===== config.mk =====
export PLATFORM = sky130hd
export DESIGN_NAME = ismo_gyro_lane
export DESIGN_NICKNAME = d
export VERILOG_FILES = /design/src/design/ismo_pkg.sv /design/src/design/ismo_gyro_lane.sv
export SDC_FILE = /design/constraint.sdc
export NUM_CORES = 2
export LEC_CHECK = 0
export BUFFER_PORTS_ARGS = -buffer_cell sky130_fd_sc_hd__buf_4
export CAP_MARGIN = 30
export CORE_ASPECT_RATIO = 1.25
export CORE_MARGIN = 5
export CORE_UTILIZATION = 42
export DETAILED_ROUTE_END_ITERATION = 7
export GPL_TIMING_DRIVEN = 0
export HOLD_SLACK_MARGIN = 0.15
export SKIP_CTS_REPAIR_TIMING = 1
export SYNTH_ARGS = -nofsm -noshare
export SYNTH_HDL_FRONTEND = slang
export SYNTH_SLANG_ARGS = --single-unit

===== constraint.sdc =====
create_clock -name clk -period 10.6 [get_ports clk]
set_input_delay 3.18 -clock clk [delete_from_list [all_inputs] [get_ports clk]]
set_output_delay 3.18 -clock clk [all_outputs]
set_load 0.01 [all_outputs]

===== src/design/ismo_pkg.sv =====
// ---------------------------------------------------------------------------
// IMU sample smoothing package
// Shared types and fixed constants for the smoothing block and its lanes.
// ---------------------------------------------------------------------------
`default_nettype none

package ismo_pkg;

	// Width of every sample and result field on the ports.
	localparam int FIELD_W = 16;

	// Width of the low-pass weight register and its full-scale value.
	localparam int WEIGHT_W = 17;
	localparam logic [WEIGHT_W-1:0] WEIGHT_ONE = 17'd65536;
	localparam logic [WEIGHT_W-1:0] WEIGHT_RST = 17'd16384;

	// Control handed from the sequencer to every lane when a beat is taken.
	typedef struct packed {
		logic start;  // A new sample is presented this cycle.
		logic full;   // The ring slot being replaced holds a real sample.
		logic first;  // First sample since reset: load the filter state.
	} lane_ctrl_t;

endpackage

`default_nettype wire


===== src/design/ismo_gyro_lane.sv =====
// ---------------------------------------------------------------------------
// Gyro low-pass lane
// First-order filter with a Q16.16 state, updated as s + floor(a * (x - s))
// with the product split into two narrow multiplies.
// ---------------------------------------------------------------------------
`default_nettype none

module ismo_gyro_lane import ismo_pkg::*; #(
	parameter int SB = 16
) (
	input  wire logic                 clk,
	input  wire logic                 arst_n,
	input  wire lane_ctrl_t           ctrl,
	input  wire logic [WEIGHT_W-1:0]  weight,
	input  wire logic signed [SB-1:0] sample,
	output logic                      done,
	output logic [FIELD_W-1:0]        result
);

	localparam int SW = SB + 16;
	localparam int DW = SB + 17;
	localparam int PHW = SB + 19;

	typedef enum logic [2:0] {
		G_IDLE = 3'b001,
		G_MUL  = 3'b010,
		G_ADD  = 3'b100
	} gyro_state_t;

	gyro_state_t          state_q;
	logic                 done_q;
	logic signed [SW-1:0] s_q;
	logic signed [SB-1:0] x_q;
	logic [WEIGHT_W-1:0]  a_q;
	logic                 first_q;
	logic signed [DW-1:0] diff;
	logic [15:0]          diff_lo;
	logic signed [SB:0]   diff_hi;
	logic [32:0]          p_lo_s1;
	logic signed [PHW-1:0] p_hi_s1;
	logic signed [PHW-1:0] s_new;

	// Difference between the new sample in Q16.16 and the state.
	always_comb begin
		diff    = DW'(signed'({x_q, 16'h0000})) - DW'(s_q);
		diff_lo = diff[15:0];
		diff_hi = signed'(diff[DW-1:16]);
	end

	// State plus the floored weighted difference.
	assign s_new = PHW'(s_q) + p_hi_s1 + signed'(PHW'(p_lo_s1[32:16]));

	// Lane sequencer and filter state.
	always_ff @(posedge clk or negedge arst_n) begin
		if (!arst_n) begin
			state_q <= G_IDLE;
			done_q  <= 1'b0;
			s_q     <= '0;
		end else begin
			case (state_q)
				G_IDLE: begin
					if (ctrl.start) begin
						done_q  <= 1'b0;
						state_q <= G_MUL;
					end
				end
				G_MUL: begin
					if (first_q) begin
						s_q     <= signed'({x_q, 16'h0000});
						done_q  <= 1'b1;
						state_q <= G_IDLE;
					end else begin
						state_q <= G_ADD;
					end
				end
				G_ADD: begin
					s_q     <= s_new[SW-1:0];
					done_q  <= 1'b1;
					state_q <= G_IDLE;
				end
				default: state_q <= G_IDLE;
			endcase
		end
	end

	// Sample capture and product registers.
	always_ff @(posedge clk) begin
		if (state_q == G_IDLE && ctrl.start) begin
			x_q     <= sample;
			a_q     <= weight;
			first_q <= ctrl.first;
		end
		if (state_q == G_MUL) begin
			p_lo_s1 <= a_q * diff_lo;
			p_hi_s1 <= signed'({1'b0, a_q}) * diff_hi;
		end
	end

	// Output is the floor of the state.
	assign result = FIELD_W'(signed'(s_q[SW-1:16]));
	assign done   = done_q;

endmodule

`default_nettype wire


==> flow_summary.toml <==
[die]
initial_core_util = 0.4242
placementRows = 99
dieArea_sq_um = 64040
die_w_um = 227.4
dieHeight_um = 281.7
io_pins = 55
core_sq_um = 58470

[setup_path]
slowest_delay_ns = 0.78
cp-end-kind = "flip-flop"
arrival_ns = 9.80
critPathSlowestCell = "xor2_1"
cp_max_fo = 10
worst-setup-path-type = "flip-flop to flip-flop"
cp-start-kind = "flip-flop"
cp.required_ns = 10.78

[placement]
routabilityCongestion = 0.9655
port-buffer-count = 53
dp_hpwl_um = 59040

[cells_and_area]
area_delta_synth_final_pct = 8.843
nNetsFinal = 3517
antennaDiodeCount = 0
n_fill_cell = 5632
multi_input_area_sq_um = 18840
regArea_sq_um = 3395
final_layout_size_suffix_gt1_frac = 0.06318

[detailed_routing]
first_iter_violations = 1170
remaining_drc_errors = 0
drt-vias-per-instance = 5.247
wl_per_cell_um = 19.46
ant_nets = 0
finalWirelength_um = 68630
vias = 18510
first_pass_iters = 5

[synth]
ys_ff_latch = 119
syn_area_per_cell_sq_um = 9.331
synth_top_cells_by_area = "fa_1 (36%), ha_1 (14%), edfxtp_1 (10%), inv_1 (8.3%), nand2_1 (5.9%)"
synth_top_area_frac = 0.3624
async_flop_share = 0.3025
synth_edf_count = 83
syn-instance-count = 2658
ys_seq_area_frac = 0.1369
synth_top_area_cell = "fa_1"
yosys_warnings = 0
synth_area_sq_um = 24800
ys.flop_type = "edfxtp_1"
synthDistinctLibCells = 68
syn-num-nets = 3418

[clocking]
clk_path_buf_depth = 2
cts_buffers = 17
htree_levels = 4
root_buffer = "clkbuf_16"
clock_latency_ns = 0.46
cts_tree = "done"
cts.sinks = 119
clk_pin_slew_ns = 0.06

[flow_run]
drv_cap = 0

[sta]
fin_skew_ns = 0.02055
setup_violations = 0
rsz0062_at_grt = "no"
relSlewSlack = 0.2847
fin_tns_setup_ns = 0
fmax_mhz = 103.9
period_share = 0.9082
finalCriticalPeriod_ns = 9.627
finalHoldViolCount = 0
finalMaxSlewViolations = 0
worst_slew_pin_slew_ns = 1.065

[hold_path]
hp-class = "flip-flop to flip-flop"

[global_routing]
grt-ovfl-total = 0
antenna_found_initial = 7
grt_usage = 0.2215
grt_pass1_wl_um = 109400
grt_pass1_vias = 20190
grt_start_max_net_pins = 37

[run_status]
status = "completed"
==> sequential cells by signal (all words and copies together), names as in the netlist <==
register	flops
done	1
s_q	32
state_q	3
p_hi_s1	32
p_lo_s1	17
x_q	16
a_q	17
first_q	1
==> critical path, delay by kind of cell, from the launching register on <==
kind            cells  cell delay [ns]
xor+xnor            2             1.25
simple gates        5             1.01
fa+ha+maj           8             3.43
compound gates      7             2.22
buf+inv             8             1.02
flops               1             0.40
==> cell usage in the layout (no fill, tap or decap), types with 30 or more instances in the layout <==
master,n
ha_1,273
xnor2_1,62
nand2_1,388
nor2b_1,30
xor2_1,36
clkbuf_1,90
nor2_1,75
edfxtp_1,83
buf_4,90
inv_1,547
dfrtp_1,35
fa_1,449
a21oi_1,88
and2_1,207
o21ai_0,34
==> per-layer routing <==
metal  wire length (um)  global-route usage
met4               3858              0.1075
met1              26630              0.2643
met5                  0                   0
met3               3600             0.03072
met2              34540              0.3923
==> stage by stage <==
step,hold slack [ns],area [sq um],std cells,util,setup WS (ns)
6_report,0.4919,27000,3527,0.4617,0.9731
5_1_grt,0.5120,27000,3527,0.4617,0.2000
4_1_cts,0.4979,26990,3526,0.4616,0.8959
3_5_place_dp,0.4851,26380,3494,0.4513,0.9341
3_3_place_gp,0.4833,26150,3468,0.4472,0.9402
2_1_floorplan,0.4328,24800,2658,-,3.027
==> cell usage after synthesis, drive strengths merged, types with 5 or more instances <==
cell type,number
nor2,77
clkbuf,88
o31ai,6
edfxtp,83
xnor2,65
nand2b,7
and2,207
o21bai,11
nor3,17
nand2,388
a31oi,10
nor2b,30
o21ai,38
a21oi,90
and3,11
nor3b,5
o211ai,7
or2,12
and4,5
a21o,28
nand4,6
a211oi,13
fa,449
or4,5
xor2,36
nand3,18
o22ai,13
a2111oi,5
ha,273
o21a,10
dfrtp,35
inv,547
buf,29
==> path summary, 6_finish.rpt <==
check	slack [ns]	start	cells after the start	end
hold reg to reg	0.49	first_q	1	state_q[2]
min in group asynchronous	2.69	arst_n	1	s_q[30]
setup reg to reg	0.97	s_q[0]	30	p_lo_s1[32]
hold / removal	0.49	first_q	1	state_q[2]
max in group asynchronous	7.54	arst_n	1	s_q[3]
setup / recovery	0.97	s_q[0]	30	p_lo_s1[32]
==> final cells by class <==
class / count / share of cell area
Sequential cell: 119 / 0.1257
Timing Repair Buffer: 80 / 0.02336
Tap cell: 757 / 0.03509
Buffer: 117 / 0.01956
Inverter: 547 / 0.07606
Clock inverter: 11 / 0.004959
Multi-Input combinational cell: 1875 / 0.6978
Clock buffer: 21 / 0.01747
==> kinds of logic (layout without fill, tap and decap cells) <==
family,Yosys count,in the layout,share of synthesized area
adders and majority gates,722,722,0.5001
and+or+nand+nor,799,799,0.1557
DFF,119,119,0.1369
AOI/OAI and AO/OA,251,251,0.06538
buffers and inverters,664,776,0.1041
muxes,1,1,0.0004036
xor gates and xnor gates,102,102,0.03748
Power is not shown: default switching activity piles up to over one toggle a cycle in this logic, so the estimate is an artifact.
