File: src/design/ismo_pkg.sv
// ---------------------------------------------------------------------------
// IMU sample smoothing package
// Shared types and fixed constants for the smoothing block and its lanes.
// ---------------------------------------------------------------------------
`default_nettype none

package ismo_pkg;

	// Width of every sample and result field on the ports.
	localparam int FIELD_W = 16;

	// Width of the low-pass weight register and its full-scale value.
	localparam int WEIGHT_W = 17;
	localparam logic [WEIGHT_W-1:0] WEIGHT_ONE = 17'd65536;
	localparam logic [WEIGHT_W-1:0] WEIGHT_RST = 17'd16384;

	// Control handed from the sequencer to every lane when a beat is taken.
	typedef struct packed {
		logic start;  // A new sample is presented this cycle.
		logic full;   // The ring slot being replaced holds a real sample.
		logic first;  // First sample since reset: load the filter state.
	} lane_ctrl_t;

endpackage

`default_nettype wire

File: src/design/ismo_ram.sv
// ---------------------------------------------------------------------------
// Generic single-port-write RAM
// One write port and one read port, read data registered (old data on
// a same-address read and write).
// ---------------------------------------------------------------------------
`default_nettype none

module ismo_ram #(
	parameter int WIDTH = 16,
	parameter int DEPTH = 16
) (
	input  wire logic                                   clk,
	input  wire logic                                   we,
	input  wire logic [(DEPTH > 1 ? $clog2(DEPTH) : 1)-1:0] waddr,
	input  wire logic [WIDTH-1:0]                       wdata,
	input  wire logic [(DEPTH > 1 ? $clog2(DEPTH) : 1)-1:0] raddr,
	output logic      [WIDTH-1:0]                       rdata
);

	logic [WIDTH-1:0] mem_q [DEPTH];

	// Write and registered read.
	always_ff @(posedge clk) begin
		if (we) begin
			mem_q[waddr] <= wdata;
		end
		rdata <= mem_q[raddr];
	end

endmodule

`default_nettype wire

File: src/design/ismo_accel_lane.sv
// ---------------------------------------------------------------------------
// Accelerometer moving-average lane
// Keeps the sample ring and running sum of one axis and divides the sum by
// the fill count with a one-bit-per-cycle restoring divider.
// ---------------------------------------------------------------------------
`default_nettype none

module ismo_accel_lane import ismo_pkg::*; #(
	parameter int W    = 16,
	parameter int SB   = 16,
	parameter int SUMW = SB + $clog2(W) + 1,
	parameter int CW   = $clog2(W + 1),
	parameter int PW   = (W > 1) ? $clog2(W) : 1
) (
	input  wire logic                 clk,
	input  wire logic                 arst_n,
	input  wire lane_ctrl_t           ctrl,
	input  wire logic [PW-1:0]        pos,
	input  wire logic [CW-1:0]        count,
	input  wire logic signed [SB-1:0] sample,
	output logic                      done,
	output logic [FIELD_W-1:0]        result
);

	localparam int IW = $clog2(SUMW + 1);

	typedef enum logic [2:0] {
		A_IDLE = 3'b001,
		A_SUM  = 3'b010,
		A_DIV  = 3'b100
	} acc_state_t;

	acc_state_t             state_q;
	logic                   done_q;
	logic                   full_q;
	logic [CW-1:0]          div_q;
	logic signed [SB-1:0]   x_q;
	logic signed [SUMW-1:0] sum_q;
	logic [SUMW-1:0]        mag_q;
	logic [CW-1:0]          rem_q;
	logic                   neg_q;
	logic [IW-1:0]          iter_q;
	logic [SB-1:0]          old_raw;
	logic signed [SUMW-1:0] old_val;
	logic signed [SUMW-1:0] new_sum;
	logic [CW:0]            rem2;
	logic                   ge;
	logic signed [SUMW-1:0] quot;

	// Ring of past samples for this axis.
	ismo_ram #(
		.WIDTH(SB),
		.DEPTH(W)
	) u_ring (
		.clk   (clk),
		.we    (ctrl.start),
		.waddr (pos),
		.wdata (sample),
		.raddr (pos),
		.rdata (old_raw)
	);

	// Running-sum update: drop the replaced sample, add the new one.
	always_comb begin
		old_val = full_q ? SUMW'(signed'(old_raw)) : '0;
		new_sum = sum_q - old_val + SUMW'(x_q);
	end

	// One restoring division step.
	always_comb begin
		rem2 = {rem_q, mag_q[SUMW-1]};
		ge   = (rem2 >= {1'b0, div_q});
	end

	// Lane sequencer and datapath registers.
	always_ff @(posedge clk or negedge arst_n) begin
		if (!arst_n) begin
			state_q <= A_IDLE;
			done_q  <= 1'b0;
			sum_q   <= '0;
		end else begin
			case (state_q)
				A_IDLE: begin
					if (ctrl.start) begin
						done_q  <= 1'b0;
						state_q <= A_SUM;
					end
				end
				A_SUM: begin
					sum_q   <= new_sum;
					state_q <= A_DIV;
				end
				A_DIV: begin
					if (iter_q == IW'(SUMW - 1)) begin
						done_q  <= 1'b1;
						state_q <= A_IDLE;
					end
				end
				default: state_q <= A_IDLE;
			endcase
		end
	end

	// Payload registers.
	always_ff @(posedge clk) begin
		if (state_q == A_IDLE && ctrl.start) begin
			x_q    <= sample;
			full_q <= ctrl.full;
			div_q  <= count;
		end
		if (state_q == A_SUM) begin
			neg_q  <= new_sum[SUMW-1];
			mag_q  <= new_sum[SUMW-1] ? SUMW'(-new_sum) : SUMW'(new_sum);
			rem_q  <= '0;
			iter_q <= '0;
		end
		if (state_q == A_DIV) begin
			rem_q  <= ge ? CW'(rem2 - {1'b0, div_q}) : rem2[CW-1:0];
			mag_q  <= {mag_q[SUMW-2:0], ge};
			iter_q <= iter_q + 1'b1;
		end
	end

	// Quotient truncated toward zero.
	assign quot   = neg_q ? -signed'(mag_q) : signed'(mag_q);
	assign result = FIELD_W'(quot);
	assign done   = done_q;

endmodule

`default_nettype wire

File: config.mk
export PLATFORM = sky130hd
export DESIGN_NAME = ismo_accel_lane
export DESIGN_NICKNAME = d
export VERILOG_FILES = /design/src/design/ismo_pkg.sv /design/src/design/ismo_ram.sv /design/src/design/ismo_accel_lane.sv
export SDC_FILE = /design/constraint.sdc
export NUM_CORES = 1
export LEC_CHECK = 0
export BUFFER_PORTS_ARGS = -buffer_cell sky130_fd_sc_hd__buf_4
export CAP_MARGIN = 5
export CELL_PAD_IN_SITES_DETAIL_PLACEMENT = 1
export CELL_PAD_IN_SITES_GLOBAL_PLACEMENT = 1
export CORE_MARGIN = 5
export CORE_UTILIZATION = 37
export DETAILED_ROUTE_END_ITERATION = 16
export GPL_TIMING_DRIVEN = 0
export PLACE_DENSITY_LB_ADDON = 0.1
export SLEW_MARGIN = 10
export SYNTH_ARGS = -nofsm -noshare
export SYNTH_HDL_FRONTEND = slang
export SYNTH_SLANG_ARGS = --single-unit
File: constraint.sdc
create_clock -name clk -period 11.1 [get_ports clk]
set_clock_uncertainty 0.05 [all_clocks]
set_input_delay 2.775 -clock clk [delete_from_list [all_inputs] [get_ports clk]]
set_output_delay 2.775 -clock clk [all_outputs]
set_load 0.005 [all_outputs]
==> key figures, run 1 <==
Clock network
  • Clock tree buffer depth: 3
  • Clk sinks: 351
  • Post-cts sizing count: 0
  • Total CTS buffers: 40
  • # H-tree levels: 2
  • Hold buffers post-CTS: 0
  • Post-CTS Setup Repair Bufs: 0
  • Later-pin clock latency in the skew report: 0.57 ns
  • CTS clock-pin slew for the worst setup and hold paths: 0.06 ns
  • CTS tree: built
  • Clock Tree Root: clkbuf_16

Timing
  • Normalized max-slew margin: 32.5%
  • Max Clk Rate: 172 MHz
  • Slew Limit Fails: 0
  • Period minus WS final: 5.80 ns
  • Final worst path period share: 52.3%
  • Final Hold Vio Count: 0
  • Slew @ Worst Pin: 1.01 ns
  • Unrepaired setup endpoints after global routing: no
  • Final setup TNS: 0 ns
  • Setup violators final: 0
  • Worst hold margin: 0.437 ns

Setup path
  • RR Startpoint: full_q$_DFFE_PP_
  • CP Data Required Time: 8.28 ns
  • Element type at the critical path start: flop
  • Buffers plus inverters on the worst setup path: 1
  • Crit path cell chain: or3_1 -> or3b_2 -> or4_1 -> o41ai_2 -> xnor2_1 -> buf_4
  • Worst R2R Setup Slack: 6.66 ns
  • CP top delay family: simple AND/OR/NAND/NOR gates
  • Setup crit end kind: output port
  • Reg2Reg Depth: 17
  • Crit Reg-Reg Endpoint: mag_q[20]$_DFFE_PP_
  • Worst path slowest cell: or3b_2
  • Worst Path Arrival: 2.98 ns
  • CP peak stage delay: 0.52 ns
  • Crit path kind: flop to output port
  • CP Max Fanout: 4

Place
  • DPL Wire Length: 27,800 um
  • Placed Instance Area: 17,500 um2
  • Gp weighted congestion: 0.804
  • Number of port buffers: 42

Routing
  • Vias: 9,050
  • Final ANT Viol Nets: 0
  • Total Wirelength: 38,600 um
  • Residual DRC: 0
  • Iter 0 DRT Violations: 423
  • Vias per cell: 5.08
  • Wire per inst: 21.7 um
  • DR pass1 iterations: 4

Synthesis
  • Ys Warns: 0
  • Ys flop type: edfxtp_1
  • Number of flops mapped to enable cells by yosys: 310
  • Mapped cell area: 16,100 um2
  • Post-synthesis instance total: 1,060
  • Synthesized net count: 1,142
  • Seq cells post-synth: 351
  • Ys async rst share: 7.12%
  • Library cells used by synthesis: 75
  • Mean area per synthesized cell: 15.2 um2
  • Register area share after synthesis: 63.7%

Die
  • Core Box Area: 43,100 um2
  • Die Footprint: 47,800 um2
  • Row Count: 76
  • Starting Density: 37.4%
  • Die height: 219 um
  • Chip Width: 219 um
  • I/O pins: 47

Hold path
  • Hold path cells: 2
  • Hold Startpoint: sum_q[19]$_DFFE_PN0P_
  • End of the worst hold path: sum_q[19]$_DFFE_PN0P_
  • Hold Path Class: flop to flop

Power and ir drop
  • Maximum VDD drop: 0.136 mV
  • Power per cell area: 319 nW/um2
  • Leakage: 0.00669 uW

Global route
  • First-pass GRT wire length: 59,600 um
  • Gr ovfl total: 0
  • Number of global-route vias before repair: 9,641
  • Initial antenna violation count: 0
  • Largest net degree at the start of global routing: 32
  • GRT Util Overall: 16.4%

Finish
  • Area delta synth->final: 16.9%
  • Nets: 1,248
  • Design area: 18,800 um2
  • Ant. Diodes: 0
  • Ratio of cells with drive above 1 in the final layout: 22.3%

Run
  • Max_cap viols: 0

Outcome
  • Status: finished clean
-- cell type report --
| cell class | count | area (um2) |
|---|---|---|
| flip-flops and latches | 351 | 10300 |
| repair buffers | 64 | 594 |
| plain buffers | 40 | 174 |
| inverters | 100 | 375 |
| fillers | 4296 | 24200 |
| clock inverters | 18 | 267 |
| multi-input cells | 569 | 5360 |
| clock buffers | 55 | 1070 |
| well taps | 585 | 732 |
-- sequential cells by signal (all words and copies together), names as in the netlist --
signal	cells
rem_q	5
state_q	3
div_q	5
mag_q	21
u_ring.mem_q	256
u_ring.rdata	16
iter_q	5
neg_q	1
full_q	1
done	1
sum_q	21
x_q	16
-- stage by stage --
step / total power (uW) / setup WS [ns] / instances / util [%]
after floorplan: 3910 / 5.85 / 1060 / -
after global placement: 4660 / 3.60 / 1687 / 39.8
after detailed placement: 4720 / 5.28 / 1709 / 40.6
after CTS: 6110 / 5.24 / 1782 / 43.7
after global routing: 6490 / 5.15 / 1782 / 43.7
final: 6010 / 5.30 / 1782 / 43.7
-- worst register-to-register path, stage by stage, from the launching register on --
cell      delay [ns]
edfxtp_1        0.43
clkbuf_1        0.32
nand2_1         0.20
inv_1           0.24
fa_1            0.48
inv_1           0.08
ha_1            0.22
buf_2           0.17
a21oi_1         0.20
o21ai_1         0.12
o22ai_1         0.24
a211oi_1        0.08
a211o_1         0.25
buf_6           0.15
inv_2           0.11
buf_2           0.28
nand3_1         0.11
o21ai_0         0.45
-- placed cells by master, fill, tap and decap left out, drive strengths merged, types with 5 or more instances in the layout --
cell type / synthesis / layout
a211oi: 7 / 7
a21o: 7 / 7
a21oi: 42 / 42
a31oi: 6 / 6
and2: 20 / 20
and3: 6 / 6
buf: 14 / 78
bufinv: 0 / 6
clkbuf: 26 / 81
clkinv: 0 / 9
dfrtp: 24 / 24
dfxtp: 16 / 16
edfxtp: 310 / 310
fa: 21 / 21
ha: 31 / 31
inv: 100 / 103
mux4: 80 / 80
nand2: 62 / 62
nand2b: 8 / 8
nand3: 21 / 21
nor2: 61 / 61
nor3: 22 / 22
o211ai: 6 / 6
o21ai: 49 / 49
o31ai: 8 / 8
or3: 5 / 5
xnor2: 31 / 31
xor2: 12 / 12
-- worst max-delay path by stage --
stage / slack, ns / from / to / depth (start not counted)
floorplan: 5.85 / pos[3] / u_ring.mem_q[12][0]$_DFFE_PP_ / 4
global placement: 3.60 / pos[3] / u_ring.mem_q[8][6]$_DFFE_PP_ / 5
detailed placement: 5.28 / pos[3] / u_ring.mem_q[12][2]$_DFFE_PP_ / 7
CTS: 5.24 / mag_q[2]$_DFFE_PP_ / result[15] / 6
global route: 5.15 / mag_q[2]$_DFFE_PP_ / result[15] / 6
finish: 5.30 / mag_q[2]$_DFFE_PP_ / result[13] / 6
-- report_power, final --
part	leakage, uW	internal (uW)	switching [uW]	total (uW)
Combinational	0.00278	1110	1740	2850
Sequential	0.00326	1710	94.5	1800
Clock	0.000644	819	543	1360
Total	0.00669	3640	2380	6010
-- metal layers --
layer  up-vias  wire length [um]  share of wire, %  GRT usage [%]
li1       4221                 -                 -              -
met1      4636             17200                45           22.1
met2       141             19200                50           27.9
met3        52              1460               3.8           2.73
met4         0               721               1.9           4.25
met5         -                 0                 0              0
-- Yosys cell counts, types with 4 or more instances --
cell type  number  area (um2)
xnor2_2         5        81.3
clkbuf_1       26        97.6
nand3b_1        4        30.0
o31ai_1         7        52.6
nor3_1         20         100
o21ai_1         5        25.0
fa_1           21         420
xnor2_1        26         228
o22ai_1         4        25.0
nand2b_1        8        50.1
a31oi_1         4        25.0
nand2_1        61         229
edfxtp_1      310        9310
o2111ai_1       4        35.0
a21o_1          7        52.6
nand3_1        20         100
and2_1         20         125
or3_1           4        25.0
buf_2          10        50.1
a211oi_1        4        30.0
and3_1          6        37.5
o21ai_0        42         210
dfxtp_1        16         320
xor2_1         12         105
ha_1           31         388
a21oi_2         5        43.8
or2_2           4        25.0
dfrtp_1        24         601
inv_1          99         372
a21oi_1        37         185
nor2_1         61         229
mux4_2         80        1800
nand4_1         4        25.0
-- cells by family after synthesis --
family                   after synthesis  share of synthesized area [%]
AO/OA/AOI/OAI                        157                           6.73
XOR/XNOR                              43                           2.57
adder cells (fa/ha/maj)               52                           5.02
buffers and inverters                140                           3.41
flip-flops                           351                           63.7
multiplexers                          82                           11.3
AND/OR/NAND/NOR                      235                           7.30
Power figures use the tool's default switching activity.
==> run 2: changes to the inputs <==
Settings changed: ABC_AREA set to 1.
Clock period 11.1 ns to 4.9 ns, I/O delays scaled along.
==> key figures, run 2 <==
Global route
  • Initial antenna violation count: 0
  • Gr ovfl total: 0
  • Largest net degree at the start of global routing: 32
  • Number of global-route vias before repair: 11,230
  • First-pass GRT wire length: 68,900 um
  • GRT Util Overall: 19.2%

Routing
  • Final ANT Viol Nets: 0
  • Iter 0 DRT Violations: 719
  • DR pass1 iterations: 5
  • Vias per cell: 5.21
  • Total Wirelength: 45,300 um
  • Wire per inst: 22.2 um
  • Residual DRC: 0
  • Vias: 10,595

Run
  • Max_cap viols: 0

Setup path
  • Crit path cell chain: clkbuf_1 -> clkbuf_1 -> nand2_1 -> inv_1 -> fa_1 -> inv_1 -> ha_1 -> nand2_1 -> inv_1 -> a21oi_1 -> nand3_1 -> nand2_1 -> nand2_1 -> nor2_1 -> nand2_1 -> nand2_1 -> xor2_1 -> o21ai_1
  • Element type at the critical path start: flop
  • Setup crit end kind: flop
  • CP Data Required Time: 5.14 ns
  • Worst Path Arrival: 4.43 ns
  • CP Max Fanout: 10
  • Reg2Reg Depth: 18
  • Crit path kind: flop to flop
  • CP peak stage delay: 0.42 ns
  • Worst path slowest cell: clkbuf_1
  • Most frequent CP cell: nand2_1

Synthesis
  • Mean area per synthesized cell: 11.7 um2
  • Most common cell in the synthesized netlist: edfxtp_1
  • Most common library cells after synthesis: edfxtp_1, nand2_1, inv_1
  • Post-synthesis instance total: 1,357
  • Synth area leader: edfxtp_1
  • Synthesized net count: 1,439
  • Number of flops mapped to enable cells by yosys: 310
  • Area contributors post-synth: edfxtp_1, a22oi_1, nand2_1
  • Mapped cell area: 15,800 um2
  • Library cells used by synthesis: 45
  • Seq cells post-synth: 351
  • Synth top area share: 58.9%
  • Ys Warns: 0
  • Ys flop type: edfxtp_1
  • Ys async rst share: 7.12%
  • Register area share after synthesis: 64.9%

Hold path
  • Hold path cells: 2
  • Hold Path Class: flop to flop

Clock network
  • CTS tree: built
  • Later-pin clock latency in the skew report: 0.56 ns
  • CTS clock-pin slew for the worst setup and hold paths: 0.06 ns
  • Total CTS buffers: 41
  • Clk sinks: 351
  • Hold buffers post-CTS: 0
  • Clock Tree Root: clkbuf_16
  • # H-tree levels: 2
  • Clock tree buffer depth: 3
  • Post-CTS Setup Repair Bufs: 0
  • Post-cts sizing count: 0

Timing
  • Final worst path period share: 85.4%
  • Period minus WS final: 4.19 ns
  • Slew Limit Fails: 0
  • Normalized max-slew margin: 39.4%
  • Setup violators final: 0
  • Slew @ Worst Pin: 0.909 ns
  • Final WS setup: 0.715 ns
  • Unrepaired setup endpoints after global routing: no
  • Final Hold Vio Count: 0
  • Max Clk Rate: 239 MHz

Die
  • Row Count: 75
  • Starting Density: 37.5%
  • Core Box Area: 42,100 um2
  • Chip Width: 217 um
  • Die Footprint: 47,000 um2
  • I/O pins: 47
  • Die height: 217 um

Place
  • Number of port buffers: 45
  • Gp weighted congestion: 0.820
  • DPL Wire Length: 32,500 um
  • Dpl ws: 0.668 ns

Finish
  • Largest register by flop count: u_ring.mem_q
  • Nets: 1,545
  • Area delta synth->final: 17.2%
  • Ratio of cells with drive above 1 in the final layout: 11.7%
  • Commonest non-fill, non-tap cells in the layout: edfxtp_1, nand2_1, inv_1
  • Max reg flops: 256
  • Most common cell after layout, fill and taps aside: edfxtp_1
  • Largest regs: u_ring.mem_q (256), mag_q (21), sum_q (21)
  • Ant. Diodes: 0

Outcome
  • Status: finished clean
-- run 2: cell count changes after synthesis, sizes merged, moves of 17 or more --
cell	before	now
mux4	80	0
nand3	21	51
and2	20	2
nor2	61	82
a22oi	1	128
nand2	62	226
inv	100	182
a21oi	42	93
xnor2	31	8
clkbuf	26	43
-- run 2: logic make-up (layout without fill, tap and decap cells) --
kind of cell / count (synthesis) / count (layout) / share of synthesized area [%]
AOI/OAI and AO/OA: 284 / 284 / 11.2
DFF: 351 / 351 / 64.9
buffers and inverters: 232 / 371 / 5.78
adders and majority gates: 52 / 52 / 5.11
and+or+nand+nor: 406 / 406 / 11.3
xor gates and xnor gates: 32 / 32 / 1.77
-- run 2: worst paths after layout --
path | from | to | slack (ns)
worst min-delay path | sum_q[13]$_DFFE_PN0P_ | sum_q[13]$_DFFE_PN0P_ | 0.43
worst max register to register | full_q$_DFFE_PP_ | mag_q[11]$_DFFE_PP_ | 0.71
worst min register to register | sum_q[13]$_DFFE_PN0P_ | sum_q[13]$_DFFE_PN0P_ | 0.43
worst max-delay path | full_q$_DFFE_PP_ | mag_q[11]$_DFFE_PP_ | 0.71
min in group asynchronous | arst_n | sum_q[14]$_DFFE_PN0P_ | 0.53
max in group asynchronous | arst_n | state_q[0]$_DFFE_PN1P_ | 3.94
-- run 2: critical path, delay by kind of cell, from the launching register on --
kind / cells / cell delay, ns
AND/OR/NAND/NOR: 8 / 1.26
XOR/XNOR: 1 / 0.27
AO/OA/AOI/OAI: 2 / 0.41
adder cells (fa/ha/maj): 2 / 0.68
flip-flops: 1 / 0.32
buffers and inverters: 5 / 0.92
-- run 2: metal layers --
metal / vias up / part of all wire [%] / GRT usage [%]
li1: 4993 / - / -
met2: 176 / 51 / 34.2
met3: 45 / 3.4 / 2.58
met5: - / 0 / 0
met4: 0 / 1.5 / 4.58
met1: 5381 / 44 / 25.1
-- run 2: final cells by class --
class	instances	area (um2)
fill	4514	23600
sequential	351	10300
multi-input combinational	774	4700
clock buffer	52	1130
inverter	183	687
tap	539	674
timing repair buffer	63	622
clock inverter	24	243
buffer	49	226
-- run 2: stage by stage --
step                      cell area (um2)  util, %  hold WS (ns)  cells  TNS [ns]
after floorplan                     15800        -         0.403   1357         0
after global placement              16800     39.9         0.422   1941     -3.74
after detailed placement            17200     40.7         0.429   1959         0
after CTS                           18500     44.0         0.443   2035         0
after global routing                18500     44.0         0.482   2035         0
final                               18500     44.0         0.433   2035         0
Power of run 2 is left out: the tool's default activity adds up to more than one toggle a clock period on the data nets, which glitch-free logic cannot reach.
